`src/sv/h264fua_pkg.sv`:
```
// Shared types and constants of the H.264 FU-A packetizer.
package h264fua_pkg;

	localparam int NAL_BITS        = 20;
	localparam int PLEN_BITS       = 11;
	localparam int TS_INC_BITS     = 17;
	localparam int CFG_IDX_BITS    = 4;
	localparam int CFG_DATA_BITS   = 17;
	localparam int QUEUE_DEPTH     = 4;
	localparam int QUEUE_PTR_BITS  = 2;

	localparam logic [PLEN_BITS-1:0]   LIMIT_MIN       = 11'd2;
	localparam logic [PLEN_BITS-1:0]   LIMIT_MAX       = 11'd2045;
	localparam logic [PLEN_BITS-1:0]   MAX_PAYLOAD_RST = 11'd1400;
	localparam logic [TS_INC_BITS-1:0] TS_INC_RST      = 17'd3000;

	localparam logic [7:0] TYPE_MASK = 8'h1F;
	localparam logic [7:0] NRI_MASK  = 8'h60;
	localparam logic [7:0] FU_A_TYPE = 8'd28;
	localparam logic [7:0] FU_START  = 8'h80;
	localparam logic [7:0] FU_END    = 8'h40;
	localparam logic [7:0] TYPE_SPS  = 8'd7;
	localparam logic [7:0] TYPE_PPS  = 8'd8;

	typedef enum logic [CFG_IDX_BITS-1:0] {
		REG_MAX_PAYLOAD = 4'd0,
		REG_TS_INC      = 4'd1
	} cfg_reg_t;

	typedef enum logic [1:0] {
		PH_START,
		PH_HDR,
		PH_DATA
	} phase_t;

	typedef struct packed {
		logic [7:0]          nal_byte;
		logic [NAL_BITS-1:0] nal_length;
		logic                first_of_nal;
	} nal_in_t;

	typedef struct packed {
		logic [7:0]           out_byte;
		logic                 packet_first;
		logic                 packet_last;
		logic [PLEN_BITS-1:0] packet_length;
		logic [15:0]          seq_number;
		logic [31:0]          rtp_timestamp;
		logic                 is_fragment;
		logic                 last_of_run;
	} pkt_out_t;

	// One classified input byte: an optional FU indicator/header pair and a data byte.
	typedef struct packed {
		logic                 with_fu;
		logic [7:0]           fu_ind;
		logic [7:0]           fu_hdr;
		logic [7:0]           data;
		logic                 data_first;
		logic                 data_last;
		logic [PLEN_BITS-1:0] plen;
		logic [15:0]          seq;
		logic [31:0]          ts;
		logic                 frag;
	} job_t;

endpackage

```
`src/sv/h264_rtp_fua_packetizer.sv`:
```
// Top level of the H.264 RTP packetizer: single NAL unit packets and FU-A fragments.
//
//   channel | direction | payload                          | transaction when
//   --------+-----------+----------------------------------+---------------------------
//   nal     | in        | nal_byte, nal_length, first      | nal_valid & nal_ready
//   pkt     | out       | byte, packet flags, length, seq, | pkt_valid & pkt_ready
//           |           | timestamp, fragment, run end     |
//   cfg     | in        | cfg_index, cfg_data              | cfg_valid & cfg_ready
//
// One NAL byte is taken per cycle while the job queue has room. A byte gives one
// output byte, three at a fragment start (indicator, FU header, data), or none for
// the header byte of a fragmented unit. Output bytes leave one per cycle while
// pkt_ready allows; the back end limits the rate and the four-entry queue absorbs
// the extra header cycles. Bytes pass through a queue slot and the output register.
// Reset clears the unit state, counters, queue pointers and output valid flag, and
// loads the register defaults. The configuration port is always ready.
module h264_rtp_fua_packetizer (
	input  logic                                  clk,
	input  logic                                  arst_n,
	input  logic                                  nal_valid,
	output logic                                  nal_ready,
	input  h264fua_pkg::nal_in_t                  nal,
	output logic                                  pkt_valid,
	input  logic                                  pkt_ready,
	output h264fua_pkg::pkt_out_t                 pkt,
	input  logic                                  cfg_valid,
	output logic                                  cfg_ready,
	input  logic [h264fua_pkg::CFG_IDX_BITS-1:0]  cfg_index,
	input  logic [h264fua_pkg::CFG_DATA_BITS-1:0] cfg_data
);
	import h264fua_pkg::*;

	// Front to queue: classified jobs.
	job_t push_job;
	logic push;
	logic full;

	// Queue to back.
	job_t head;
	logic empty;
	logic pop;

	// Classify bytes, keep sequence and timestamp counters, hold config.
	h264fua_front u_front (
		.clk       (clk),
		.arst_n    (arst_n),
		.nal_valid (nal_valid),
		.nal_ready (nal_ready),
		.nal       (nal),
		.cfg_valid (cfg_valid),
		.cfg_ready (cfg_ready),
		.cfg_index (cfg_index),
		.cfg_data  (cfg_data),
		.full      (full),
		.push      (push),
		.job       (push_job)
	);

	// Decouple the byte input from the output stalls.
	h264fua_queue u_queue (
		.clk      (clk),
		.arst_n   (arst_n),
		.push     (push),
		.push_job (push_job),
		.full     (full),
		.pop      (pop),
		.head     (head),
		.empty    (empty)
	);

	// Expand jobs into output transactions through the output register.
	h264fua_back u_back (
		.clk       (clk),
		.arst_n    (arst_n),
		.head      (head),
		.empty     (empty),
		.pop       (pop),
		.pkt_valid (pkt_valid),
		.pkt_ready (pkt_ready),
		.pkt       (pkt)
	);

endmodule

```
`src/sv/h264fua_front.sv`:
```
// Front end: accepts NAL bytes, tracks unit state and builds jobs.
module h264fua_front (
	input  logic                                   clk,
	input  logic                                   arst_n,
	input  logic                                   nal_valid,
	output logic                                   nal_ready,
	input  h264fua_pkg::nal_in_t                   nal,
	input  logic                                   cfg_valid,
	output logic                                   cfg_ready,
	input  logic [h264fua_pkg::CFG_IDX_BITS-1:0]   cfg_index,
	input  logic [h264fua_pkg::CFG_DATA_BITS-1:0]  cfg_data,
	input  logic                                   full,
	output logic                                   push,
	output h264fua_pkg::job_t                      job
);
	import h264fua_pkg::*;

	logic [PLEN_BITS-1:0]   max_payload_q;
	logic [TS_INC_BITS-1:0] ts_inc_q;
	logic [7:0]             hdr_q, hdr_d;
	logic [NAL_BITS-1:0]    bytes_left_q, bytes_left_d;
	logic [PLEN_BITS-1:0]   fill_q, fill_d;
	logic                   frag_q, frag_d;
	logic                   ffp_q, ffp_d;
	logic [15:0]            seq_q, seq_d;
	logic [31:0]            ts_q, ts_d;
	logic [PLEN_BITS-1:0]   psize_q, psize_d;

	logic                   acc;
	logic [PLEN_BITS-1:0]   limit;
	logic [NAL_BITS-1:0]    limit_ext;
	logic [NAL_BITS-1:0]    len_eff;
	logic [NAL_BITS-1:0]    len_m1;
	logic                   fits;
	logic [NAL_BITS-1:0]    bl_dec;
	logic [PLEN_BITS-1:0]   chunk_raw;
	logic [PLEN_BITS-1:0]   chunk;
	logic                   chunk_whole;
	logic [7:0]             fh;
	logic [PLEN_BITS-1:0]   psize_new;
	logic [PLEN_BITS-1:0]   psize_eff;
	logic [PLEN_BITS:0]     fill_inc;
	logic                   frag_last;
	logic [31:0]            ts_adv;
	logic                   keep_ts_new;
	logic                   keep_ts_cur;

	assign nal_ready = !full;
	assign cfg_ready = 1'b1;
	assign acc       = nal_valid && nal_ready;

	always_comb begin
		if (max_payload_q < LIMIT_MIN) begin
			limit = LIMIT_MIN;
		end else if (max_payload_q > LIMIT_MAX) begin
			limit = LIMIT_MAX;
		end else begin
			limit = max_payload_q;
		end
	end

	assign limit_ext = {{(NAL_BITS-PLEN_BITS){1'b0}}, limit};
	assign len_eff   = (nal.nal_length == '0) ? NAL_BITS'(1) : nal.nal_length;
	assign len_m1    = len_eff - NAL_BITS'(1);
	assign fits      = len_eff <= limit_ext;
	assign bl_dec    = bytes_left_q - NAL_BITS'(1);

	// Fragment size, shortened by one when the whole rest would fit the first fragment.
	assign chunk_raw   = (bytes_left_q < limit_ext) ? bytes_left_q[PLEN_BITS-1:0] : limit;
	assign chunk_whole = ffp_q
		&& ({{(NAL_BITS-PLEN_BITS){1'b0}}, chunk_raw} == bytes_left_q)
		&& (chunk_raw > PLEN_BITS'(1));
	assign chunk       = chunk_whole ? chunk_raw - PLEN_BITS'(1) : chunk_raw;
	assign psize_new   = chunk + PLEN_BITS'(2);
	assign psize_eff   = (fill_q == '0) ? psize_new : psize_q;

	always_comb begin
		fh = hdr_q & TYPE_MASK;
		if (ffp_q) begin
			fh = fh | FU_START;
		end else if ({{(NAL_BITS-PLEN_BITS){1'b0}}, chunk} == bytes_left_q) begin
			fh = fh | FU_END;
		end
	end

	assign fill_inc  = {1'b0, fill_q} + (PLEN_BITS+1)'(1);
	assign frag_last = (fill_inc + (PLEN_BITS+1)'(2) >= {1'b0, psize_eff}) || (bl_dec == '0);
	assign ts_adv    = ts_q + {{(32-TS_INC_BITS){1'b0}}, ts_inc_q};

	assign keep_ts_new = ((nal.nal_byte & TYPE_MASK) != TYPE_SPS)
		&& ((nal.nal_byte & TYPE_MASK) != TYPE_PPS);
	assign keep_ts_cur = ((hdr_q & TYPE_MASK) != TYPE_SPS)
		&& ((hdr_q & TYPE_MASK) != TYPE_PPS);

	always_comb begin
		hdr_d        = hdr_q;
		bytes_left_d = bytes_left_q;
		fill_d       = fill_q;
		frag_d       = frag_q;
		ffp_d        = ffp_q;
		seq_d        = seq_q;
		ts_d         = ts_q;
		psize_d      = psize_q;
		push         = 1'b0;

		job.with_fu    = 1'b0;
		job.fu_ind     = (hdr_q & NRI_MASK) | FU_A_TYPE;
		job.fu_hdr     = fh;
		job.data       = nal.nal_byte;
		job.data_first = 1'b0;
		job.data_last  = 1'b0;
		job.plen       = psize_q;
		job.seq        = seq_q;
		job.ts         = ts_q;
		job.frag       = 1'b0;

		if (acc) begin
			if (nal.first_of_nal) begin
				hdr_d        = nal.nal_byte;
				fill_d       = '0;
				ffp_d        = 1'b0;
				bytes_left_d = len_m1;
				if (fits) begin
					frag_d         = 1'b0;
					psize_d        = len_eff[PLEN_BITS-1:0];
					push           = 1'b1;
					job.data_first = 1'b1;
					job.data_last  = (len_m1 == '0);
					job.plen       = len_eff[PLEN_BITS-1:0];
					if (len_m1 == '0) begin
						seq_d = seq_q + 16'd1;
						if (keep_ts_new) begin
							ts_d = ts_adv;
						end
					end
				end else begin
					// Header byte of a fragmented unit: hold it, emit nothing.
					frag_d = 1'b1;
					ffp_d  = 1'b1;
				end
			end else if (bytes_left_q != '0) begin
				bytes_left_d = bl_dec;
				push         = 1'b1;
				if (!frag_q) begin
					job.data_last = (bl_dec == '0);
					if (bl_dec == '0) begin
						seq_d = seq_q + 16'd1;
						if (keep_ts_cur) begin
							ts_d = ts_adv;
						end
					end
				end else begin
					job.with_fu   = (fill_q == '0);
					job.frag      = 1'b1;
					job.plen      = psize_eff;
					job.data_last = frag_last;
					if (fill_q == '0) begin
						psize_d = psize_new;
						ffp_d   = 1'b0;
					end
					fill_d = fill_inc[PLEN_BITS-1:0];
					if (frag_last) begin
						seq_d  = seq_q + 16'd1;
						fill_d = '0;
					end
					if (bl_dec == '0) begin
						frag_d = 1'b0;
						if (keep_ts_cur) begin
							ts_d = ts_adv;
						end
					end
				end
			end
		end
	end

	always_ff @(posedge clk or negedge arst_n) begin
		if (!arst_n) begin
			hdr_q        <= '0;
			bytes_left_q <= '0;
			fill_q       <= '0;
			frag_q       <= 1'b0;
			ffp_q        <= 1'b0;
			seq_q        <= '0;
			ts_q         <= '0;
			psize_q      <= '0;
		end else begin
			hdr_q        <= hdr_d;
			bytes_left_q <= bytes_left_d;
			fill_q       <= fill_d;
			frag_q       <= frag_d;
			ffp_q        <= ffp_d;
			seq_q        <= seq_d;
			ts_q         <= ts_d;
			psize_q      <= psize_d;
		end
	end

	always_ff @(posedge clk or negedge arst_n) begin
		if (!arst_n) begin
			max_payload_q <= MAX_PAYLOAD_RST;
			ts_inc_q      <= TS_INC_RST;
		end else if (cfg_valid && cfg_ready) begin
			case (cfg_reg_t'(cfg_index))
				REG_MAX_PAYLOAD: max_payload_q <= cfg_data[PLEN_BITS-1:0];
				REG_TS_INC:      ts_inc_q      <= cfg_data[TS_INC_BITS-1:0];
				default: ;
			endcase
		end
	end

endmodule

```
`src/sv/h264fua_queue.sv`:
```
// Short job queue between front and back.
module h264fua_queue (
	input  logic              clk,
	input  logic              arst_n,
	input  logic              push,
	input  h264fua_pkg::job_t push_job,
	output logic              full,
	input  logic              pop,
	output h264fua_pkg::job_t head,
	output logic              empty
);
	import h264fua_pkg::*;

	job_t                    slot_q [QUEUE_DEPTH];
	logic [QUEUE_PTR_BITS-1:0] wr_ptr_q;
	logic [QUEUE_PTR_BITS-1:0] rd_ptr_q;
	logic [QUEUE_PTR_BITS:0]   count_q;

	assign full  = (count_q == (QUEUE_PTR_BITS+1)'(QUEUE_DEPTH));
	assign empty = (count_q == '0);
	assign head  = slot_q[rd_ptr_q];

	always_ff @(posedge clk) begin
		if (push) begin
			slot_q[wr_ptr_q] <= push_job;
		end
	end

	always_ff @(posedge clk or negedge arst_n) begin
		if (!arst_n) begin
			wr_ptr_q <= '0;
			rd_ptr_q <= '0;
			count_q  <= '0;
		end else begin
			if (push) begin
				wr_ptr_q <= wr_ptr_q + QUEUE_PTR_BITS'(1);
			end
			if (pop) begin
				rd_ptr_q <= rd_ptr_q + QUEUE_PTR_BITS'(1);
			end
			case ({push, pop})
				2'b10:   count_q <= count_q + (QUEUE_PTR_BITS+1)'(1);
				2'b01:   count_q <= count_q - (QUEUE_PTR_BITS+1)'(1);
				default: count_q <= count_q;
			endcase
		end
	end

endmodule

```
`src/sv/h264fua_back.sv`:
```
// Back end: expands each job into one or three output bytes.
module h264fua_back (
	input  logic                  clk,
	input  logic                  arst_n,
	input  h264fua_pkg::job_t     head,
	input  logic                  empty,
	output logic                  pop,
	output logic                  pkt_valid,
	input  logic                  pkt_ready,
	output h264fua_pkg::pkt_out_t pkt
);
	import h264fua_pkg::*;

	phase_t   phase_q, phase_d;
	pkt_out_t pkt_q, item;
	logic     pkt_valid_q;
	logic     load;

	assign load      = !empty && (!pkt_valid_q || pkt_ready);
	assign pkt_valid = pkt_valid_q;
	assign pkt       = pkt_q;

	always_comb begin
		phase_d            = phase_q;
		pop                = 1'b0;
		item.out_byte      = head.data;
		item.packet_first  = head.data_first;
		item.packet_last   = head.data_last;
		item.packet_length = head.plen;
		item.seq_number    = head.seq;
		item.rtp_timestamp = head.ts;
		item.is_fragment   = head.frag;
		item.last_of_run   = 1'b1;
		case (phase_q)
			PH_START: begin
				if (head.with_fu) begin
					item.out_byte     = head.fu_ind;
					item.packet_first = 1'b1;
					item.packet_last  = 1'b0;
					item.last_of_run  = 1'b0;
					if (load) begin
						phase_d = PH_HDR;
					end
				end else begin
					pop = load;
				end
			end
			PH_HDR: begin
				item.out_byte     = head.fu_hdr;
				item.packet_first = 1'b0;
				item.packet_last  = 1'b0;
				item.last_of_run  = 1'b0;
				if (load) begin
					phase_d = PH_DATA;
				end
			end
			PH_DATA: begin
				pop = load;
				if (load) begin
					phase_d = PH_START;
				end
			end
			default: begin
				phase_d = PH_START;
			end
		endcase
	end

	always_ff @(posedge clk or negedge arst_n) begin
		if (!arst_n) begin
			phase_q     <= PH_START;
			pkt_valid_q <= 1'b0;
		end else begin
			phase_q <= phase_d;
			if (load) begin
				pkt_valid_q <= 1'b1;
			end else if (pkt_ready) begin
				pkt_valid_q <= 1'b0;
			end
		end
	end

	always_ff @(posedge clk) begin
		if (load) begin
			pkt_q <= item;
		end
	end

endmodule

```
`config.mk`:
```
export PLATFORM = sky130hd
export DESIGN_NAME = h264_rtp_fua_packetizer
export DESIGN_NICKNAME = d
export VERILOG_FILES = /design/src/sv/h264fua_pkg.sv /design/src/sv/h264_rtp_fua_packetizer.sv /design/src/sv/h264fua_front.sv /design/src/sv/h264fua_queue.sv /design/src/sv/h264fua_back.sv
export SDC_FILE = /design/constraint.sdc
export NUM_CORES = 1
export LEC_CHECK = 0
export ABC_AREA = 1
export BUFFER_PORTS_ARGS = -buffer_cell sky130_fd_sc_hd__buf_2
export CORE_ASPECT_RATIO = 0.5
export CORE_MARGIN = 2
export CORE_UTILIZATION = 61
export DETAILED_ROUTE_END_ITERATION = 10
export PLACE_DENSITY = 0.8
export SLEW_MARGIN = 20
export SYNTH_ARGS = -nofsm -noshare
export SYNTH_HDL_FRONTEND = slang
export SYNTH_SLANG_ARGS = --single-unit
```
`constraint.sdc`:
```
create_clock -name clk -period 7.8 [get_ports clk]
set_input_delay 0.78 -clock clk [delete_from_list [all_inputs] [get_ports clk]]
set_output_delay 0.78 -clock clk [all_outputs]
set_load 0.01 [all_outputs]
```
Word-level counts from Yosys, hierarchy flattened. Memory sizes are Yosys's and may differ from the RTL's. Index checks and enable logic that the tools add are counted.

Register bits after elaboration: 208. Word-level logic and storage cells: 174. Memories: 1. Input bits: 55. Output and inout port bits: 74. RAM bits: 324.

Eq/ne operators: 20. Reduce and logical (&&, ||, !) cells: 37. Order comparisons: 6. Add/subtract/negate cells: 12. Mux-type cells: 75.

Memory list: u_queue.slot_q (depth 4, width 81, rd ports 1, clocked after memory_dff 0, write ports 1, RTL line h264fua_queue.sv:14) `job_t slot_q [QUEUE_DEPTH];`.

Operators by type and width (count): two-way mux 32 bit (7); two-way mux 11 bit (13); two-way mux 16 bit (7); zero test 20 bit (3); two-way mux 20 bit (3); equality test 11 x 20 -> 1 bit (2); subtractor 20 x 1 -> 20 bit (second input constant) (2); adder 32 x 17 -> 32 bit (1); two-way mux 1 bit (29); two-way mux 13 bit (2); two-way mux 12 bit (2); <= comparator 20 x 11 -> 1 bit (1); less-than comparator 20 x 11 -> 1 bit (1); one-hot mux 10 bit (2 select lines) (1); nonzero test 20 bit (1); adder 16 x 1 -> 16 bit (second input constant) (1); nonzero test 2 bit (7); adder 11 x 1 -> 12 bit (second input constant) (1); adder 12 x 2 -> 12 bit (second input constant) (1); greater-or-equal comparator 12 x 11 -> 1 bit (1); != test 2 x 1 -> 1 bit (second input constant) (6); adder 11 x 2 -> 11 bit (second input constant) (1); > comparator 11 x 1 -> 1 bit (second input constant) (1); > comparator 11 bit (second input constant) (1); 33 further kinds (55).

Logic depth before layout (Yosys ltp).
Word-level depth: 17. Depth in mapped cells: 46. Gate-level depth less buffers: 43.

By module. Synthesis repeated with hierarchy kept, for this count alone.

Cells, all modules: 2658. Area total of the unflattened synthesis: 27176.1 µm².

Modules (own cells, without submodules): h264fua_queue (seq. area each 10625.2 µm², times used 1, cells an instance 1064, area an instance 14440.1 µm²); h264fua_front (seq. area each 3194.3 µm², times used 1, cells an instance 1424, area an instance 10117.2 µm²); h264fua_back (seq. area each 2207.1 µm², times used 1, cells an instance 170, area an instance 2618.8 µm²).

Least setup slack after synthesis. OpenSTA, ideal clock, no wires.

Kind: input-to-reg. From: input pkt_ready. To: register u_queue.count_q[2]. Path buffers: 0. Arrival time: 6.289 ns. Library setup time: 0.131 ns. Path slack: 1.380 ns. Cell stages on the path: 12. Required time: 7.669 ns. Cell sequence: nor2_1 > a31oi_1 > inv_1 > nor2_1 > inv_1 > nor2_1 > ha_1 > inv_1 > fa_1 > a21oi_1 > o21ai_0 > xor2_1.

Longest elaborated chain between the ends: 6. Elaborated cells on any way between the ends: 8. Classes of those cells: 2 x eq/ne; 3 x mux; 3 x reduce/logical.

RTL lines: start, declared (RTL line h264_rtp_fua_packetizer.sv:24) `input logic pkt_ready,`; logical OR 1 bit * (RTL line h264fua_back.sv:19) `assign load = !empty && (!pkt_valid_q || pkt_ready);`; logical AND 1 bit * (RTL line h264fua_back.sv:19); named net u_back.load (RTL line h264fua_back.sv:17) `logic load;`; two-way mux 1 bit (RTL line h264fua_back.sv:36) `if (head.with_fu) begin`; one-hot mux 1 bit (2 select lines) * (RTL line h264fua_back.sv:34) `case (phase_q)`; named net pop (RTL line h264_rtp_fua_packetizer.sv:41) `logic pop;`; equality test 2 x 1 -> 1 bit / equality test 2 bit (equally long branches) (RTL line h264fua_queue.sv:41) `case ({push, pop})`; one-hot mux 3 bit (2 select lines) / nonzero test 2 bit (equally long branches); end signal, assigned (RTL line h264fua_queue.sv:42) `2'b10: count_q <= count_q + (QUEUE_PTR_BITS+1)'(1);`; end signal, assigned (RTL line h264fua_queue.sv:43) `2'b01: count_q <= count_q - (QUEUE_PTR_BITS+1)'(1);`; end signal, assigned (RTL line h264fua_queue.sv:44) `default: count_q <= count_q;`; end, declared (RTL line h264fua_queue.sv:17) `logic [QUEUE_PTR_BITS:0] count_q;`.

Mark *: on every way through the listed nets, which the timed path passes. The rest lies on a longest branch. A chain may end at the register's enable or synchronous reset.

Worst setup path after layout.
From: register u_front.max_payload_q[3]. To: register u_front.seq_q[9].

Longest elaborated chain between the ends: 15. Elaborated cells on any way between the ends: 20. Classes of those cells: 2 x add/sub; 6 x order compare; 3 x eq/ne; 5 x mux; 4 x reduce/logical.

RTL lines: start, declared (RTL line h264fua_front.sv:18) `logic [PLEN_BITS-1:0] max_payload_q;`; start signal, assigned (RTL line h264fua_front.sv:205) `REG_MAX_PAYLOAD: max_payload_q <= cfg_data[PLEN_BITS-1:0];`; > comparator 11 bit (RTL line h264fua_front.sv:55) `end else if (max_payload_q > LIMIT_MAX) begin`; two-way mux 11 bit (RTL line h264fua_front.sv:55); two-way mux 11 bit * (RTL line h264fua_front.sv:53) `if (max_payload_q < LIMIT_MIN) begin`; branches (longest 11 deep; another with less-than comparator 20 x 11 -> 1 bit); AND reduction 6 bit (no source line) *; end signal, assigned (RTL line h264fua_front.sv:193) `seq_q <= seq_d;`; end, declared (RTL line h264fua_front.sv:25) `logic [15:0] seq_q, seq_d;`.

Every way passes the cells marked *.

==> flow_summary.json <==
{
  "status": "complete, no violations",
  "power.switching_mw": 3.70,
  "ys_ff_latch": 528,
  "coreArea_um2": 39200,
  "routedWlPerCell_um": 18.4,
  "cp_max_fo": 40,
  "ys_warn_count": 0,
  "clkTransAtPathRegs_ns": 0.07,
  "critPathMostFrequentCell": "nand2_1",
  "synth_top_family_by_area": "simple AND/OR/NAND/NOR gates",
  "finalSetupViolations": 0,
  "num_vias": 17300,
  "power_frac_seq": 0.452,
  "ant_nets": 0,
  "syn_avg_cell_area_um2": 10.6,
  "ioPinCount": 129,
  "yosysSeqAreaShare": 0.622,
  "cts_resized": 0,
  "track_usage": 0.264,
  "synth_fa_ha_area_frac": 0.0345,
  "fin_hold_ws_ns": 0.255,
  "p_comb_frac": 0.324,
  "synthToLayoutAreaGrowth_pct": 10.7,
  "fillCellCount": 2779,
  "worstPathRequired_ns": 8.24,
  "netlist_instances": 2304,
  "finalCriticalPeriod_ns": 6.83,
  "root_buffer": "clkbuf_16",
  "synth_area_leaders": "edfxtp_1, dfrtp_1, o21ai_0, nand2_1, nor2_1",
  "drcViolationCount": 0,
  "clock_latency_ns": 0.57,
  "start_util": 0.623,
  "synth-compound-area-share": 0.113,
  "io_buffers": 127,
  "clock_skew_ns": 0.0174,
  "synth_cell_types": 59,
  "yosys.area.top_type_share": 0.481,
  "fin_tns_setup_ns": 0,
  "synth.area.mux_share": 0.00364,
  "crit_path_max_incr_delay_ns": 0.56,
  "slew_viol_final": 0,
  "synth_area_um2": 24400,
  "grt_max_degree": 100,
  "synth_xor_area_frac": 0.0366,
  "drt_pass1_iterations": 6,
  "cts.sinks": 528,
  "antenna_found_initial": 0,
  "dp_hpwl_um": 34700,
  "grt_pass1_wl_um": 87300,
  "critPathLaunchType": "flip-flop",
  "power.share.clock": 0.223,
  "dieArea_um2": 41700,
  "p_int_mw": 6.29,
  "synth_ff_type": "edfxtp_1",
  "vias_per_cell": 5.82,
  "routed_wl_um": 54500,
  "clock_path_buffers": 3,
  "htree_levels": 2,
  "syn_nets": 2425,
  "overflow": 0,
  "synth_top_cell_by_area": "edfxtp_1",
  "critPathKind": "flip-flop to flip-flop",
  "gp_congestion": 0.942,
  "power_density_nw_per_um2": 370,
  "hold_viol_final": 0,
  "rsz0062_at_grt": "no",
  "fmax_ghz": 0.146,
  "slew_headroom": 0.297,
  "hold_buffers": 0,
  "num-nets-final": 2524,
  "grt_pass1_vias": 16800,
  "rows": 51,
  "cp-end-kind": "flip-flop",
  "antenna_cells": 0,
  "crit_arrival_ns": 7.27,
  "post_cts_buffers": 0,
  "synth_simple_gate_area_frac": 0.142,
  "hold_class": "input port to asynchronous set/reset pin",
  "die_x_um": 287,
  "drive_gt1_frac": 0.120,
  "p_leak_nw": 10.7,
  "drtIter0Drc": 1673,
  "maxCapViolCount": 0,
  "p_sw_frac": 0.370,
  "yosysMostFrequentCell": "edfxtp_1",
  "cts_made_buffers": 45,
  "slowest_stage": "dfstp_2",
  "worst_pin_slew_ns": 1.05,
  "cts_tree": "yes",
  "vdd_drop_max_mv": 0.204,
  "synth-edff-count": 391,
  "min_period_over_period": 0.875,
  "synthArstFlopShare": 0.259,
  "synth_commonest_cells": "edfxtp_1, nand2_1, o21ai_0, nor2_1, inv_1",
  "die_h_um": 145
}
==> layout by cell type (no fill, tap or decap), drive strengths merged, types with 2 or more instances in the layout <==
cell type  count
o22ai         84
o221ai         7
xor2          75
xnor2         27
a21boi         4
a21oi         54
inv          203
o21a           4
o22a           2
and2           3
nor4          14
mux2           7
nand2        328
o21bai         3
o21ai        315
edfxtp       391
nand3b         8
bufinv         4
nand3        109
clkinv        19
nand4         19
o211ai         6
fa             2
clkbuf        62
o2111ai        2
a22oi          2
nor2         296
a211oi         2
a31oi          5
dfrtp        124
buf          145
ha            64
nor3          22
dfstp         13
a22o           3
==> worst max-delay path, delay by kind of cell, from the launching register on <==
family                     cells  cell delay, ns
AOI/OAI and AO/OA              5            0.96
and+or+nand+nor               27            3.21
xor gates and xnor gates       1            0.13
adders and majority gates      4            0.93
buffers and inverters          7            0.91
DFF                            1            0.56
==> state kept, by name, indices dropped and copies added, names as in the netlist <==
signal / count
u_back.pkt_valid: 1
u_front.frag_q: 1
u_back.phase_q: 2
u_queue.rd_ptr_q: 2
u_front.bytes_left_q: 20
u_queue.wr_ptr_q: 2
u_front.ts_q: 32
u_front.ffp_q: 1
u_front.seq_q: 16
u_queue.count_q: 3
u_queue.slot_q: 320
u_front.hdr_q: 7
u_front.fill_q: 11
u_back.pkt: 71
u_front.psize_q: 11
u_front.ts_inc_q: 17
u_front.max_payload_q: 11
==> per-stage QoR <==
step | util | total power, mW | instance area (µm²) | cells | worst slack (ns)
after detailed placement | 0.652 | 7.76 | 25500 | 2886 | 1.00
after global routing | 0.689 | 10.6 | 27000 | 2969 | 0.250
after global placement | 0.652 | 7.64 | 25500 | 2886 | 1.23
after CTS | 0.689 | 9.99 | 27000 | 2969 | 0.973
after floorplan | - | 6.66 | 24400 | 2304 | 1.38
final | 0.689 | 9.99 | 27000 | 2969 | 0.973
==> area by class of cell <==
| class | count | area [µm²] | share of cell area |
|---|---|---|---|
| tap | 530 | 663 | 0.0246 |
| inverter | 206 | 776 | 0.0287 |
| clock inverter | 21 | 246 | 0.00913 |
| clock buffer | 62 | 1220 | 0.0452 |
| multi-input combinational | 1477 | 8100 | 0.300 |
| timing repair buffer | 145 | 802 | 0.0297 |
| sequential | 528 | 15200 | 0.563 |
==> kinds of logic after synthesis <==
kind of cell / Yosys count
AOI/OAI and AO/OA: 497
DFF: 528
other: 1
and+or+nand+nor: 803
muxes: 8
xor gates and xnor gates: 102
adders and majority gates: 66
buffers and inverters: 299
==> path summary, 6_finish.rpt <==
| check | startpoint | end | slack (ns) | cells after the start |
|---|---|---|---|---|
| max | u_front.max_payload_q[3] | u_front.seq_q[9] | 0.97 | 44 |
| min reg2reg | u_queue.count_q[0] | u_queue.count_q[0] | 0.47 | 1 |
| min in group clk | pkt_ready | u_back.pkt_valid | 0.43 | 2 |
| min | arst_n | u_front.seq_q[12] | 0.25 | 1 |
| max in group asynchronous | arst_n | u_front.bytes_left_q[16] | 6.29 | 2 |
| max reg2reg | u_front.max_payload_q[3] | u_front.seq_q[9] | 0.97 | 44 |
==> power groups by stage <==
stage / Combinational [mW] / Clock (mW) / Sequential, mW
4_1_cts: 3.23 / 2.26 / 4.50
2_1_floorplan: 2.22 / 0 / 4.44
5_1_grt: 3.63 / 2.38 / 4.59
3_3_place_gp: 3.10 / 0 / 4.53
6_report: 3.24 / 2.23 / 4.52
3_5_place_dp: 3.20 / 0 / 4.55
==> routing by layer <==
| layer | track usage | up-vias | share of wire |
|---|---|---|---|
| met3 | 0.0417 | 106 | 0.075 |
| met1 | 0.370 | 8297 | 0.43 |
| met5 | 0 | - | 0 |
| met4 | 0.0716 | 0 | 0.024 |
| li1 | - | 8214 | - |
| met2 | 0.434 | 668 | 0.47 |
No activity file was read; power rests on OpenSTA's default activity.
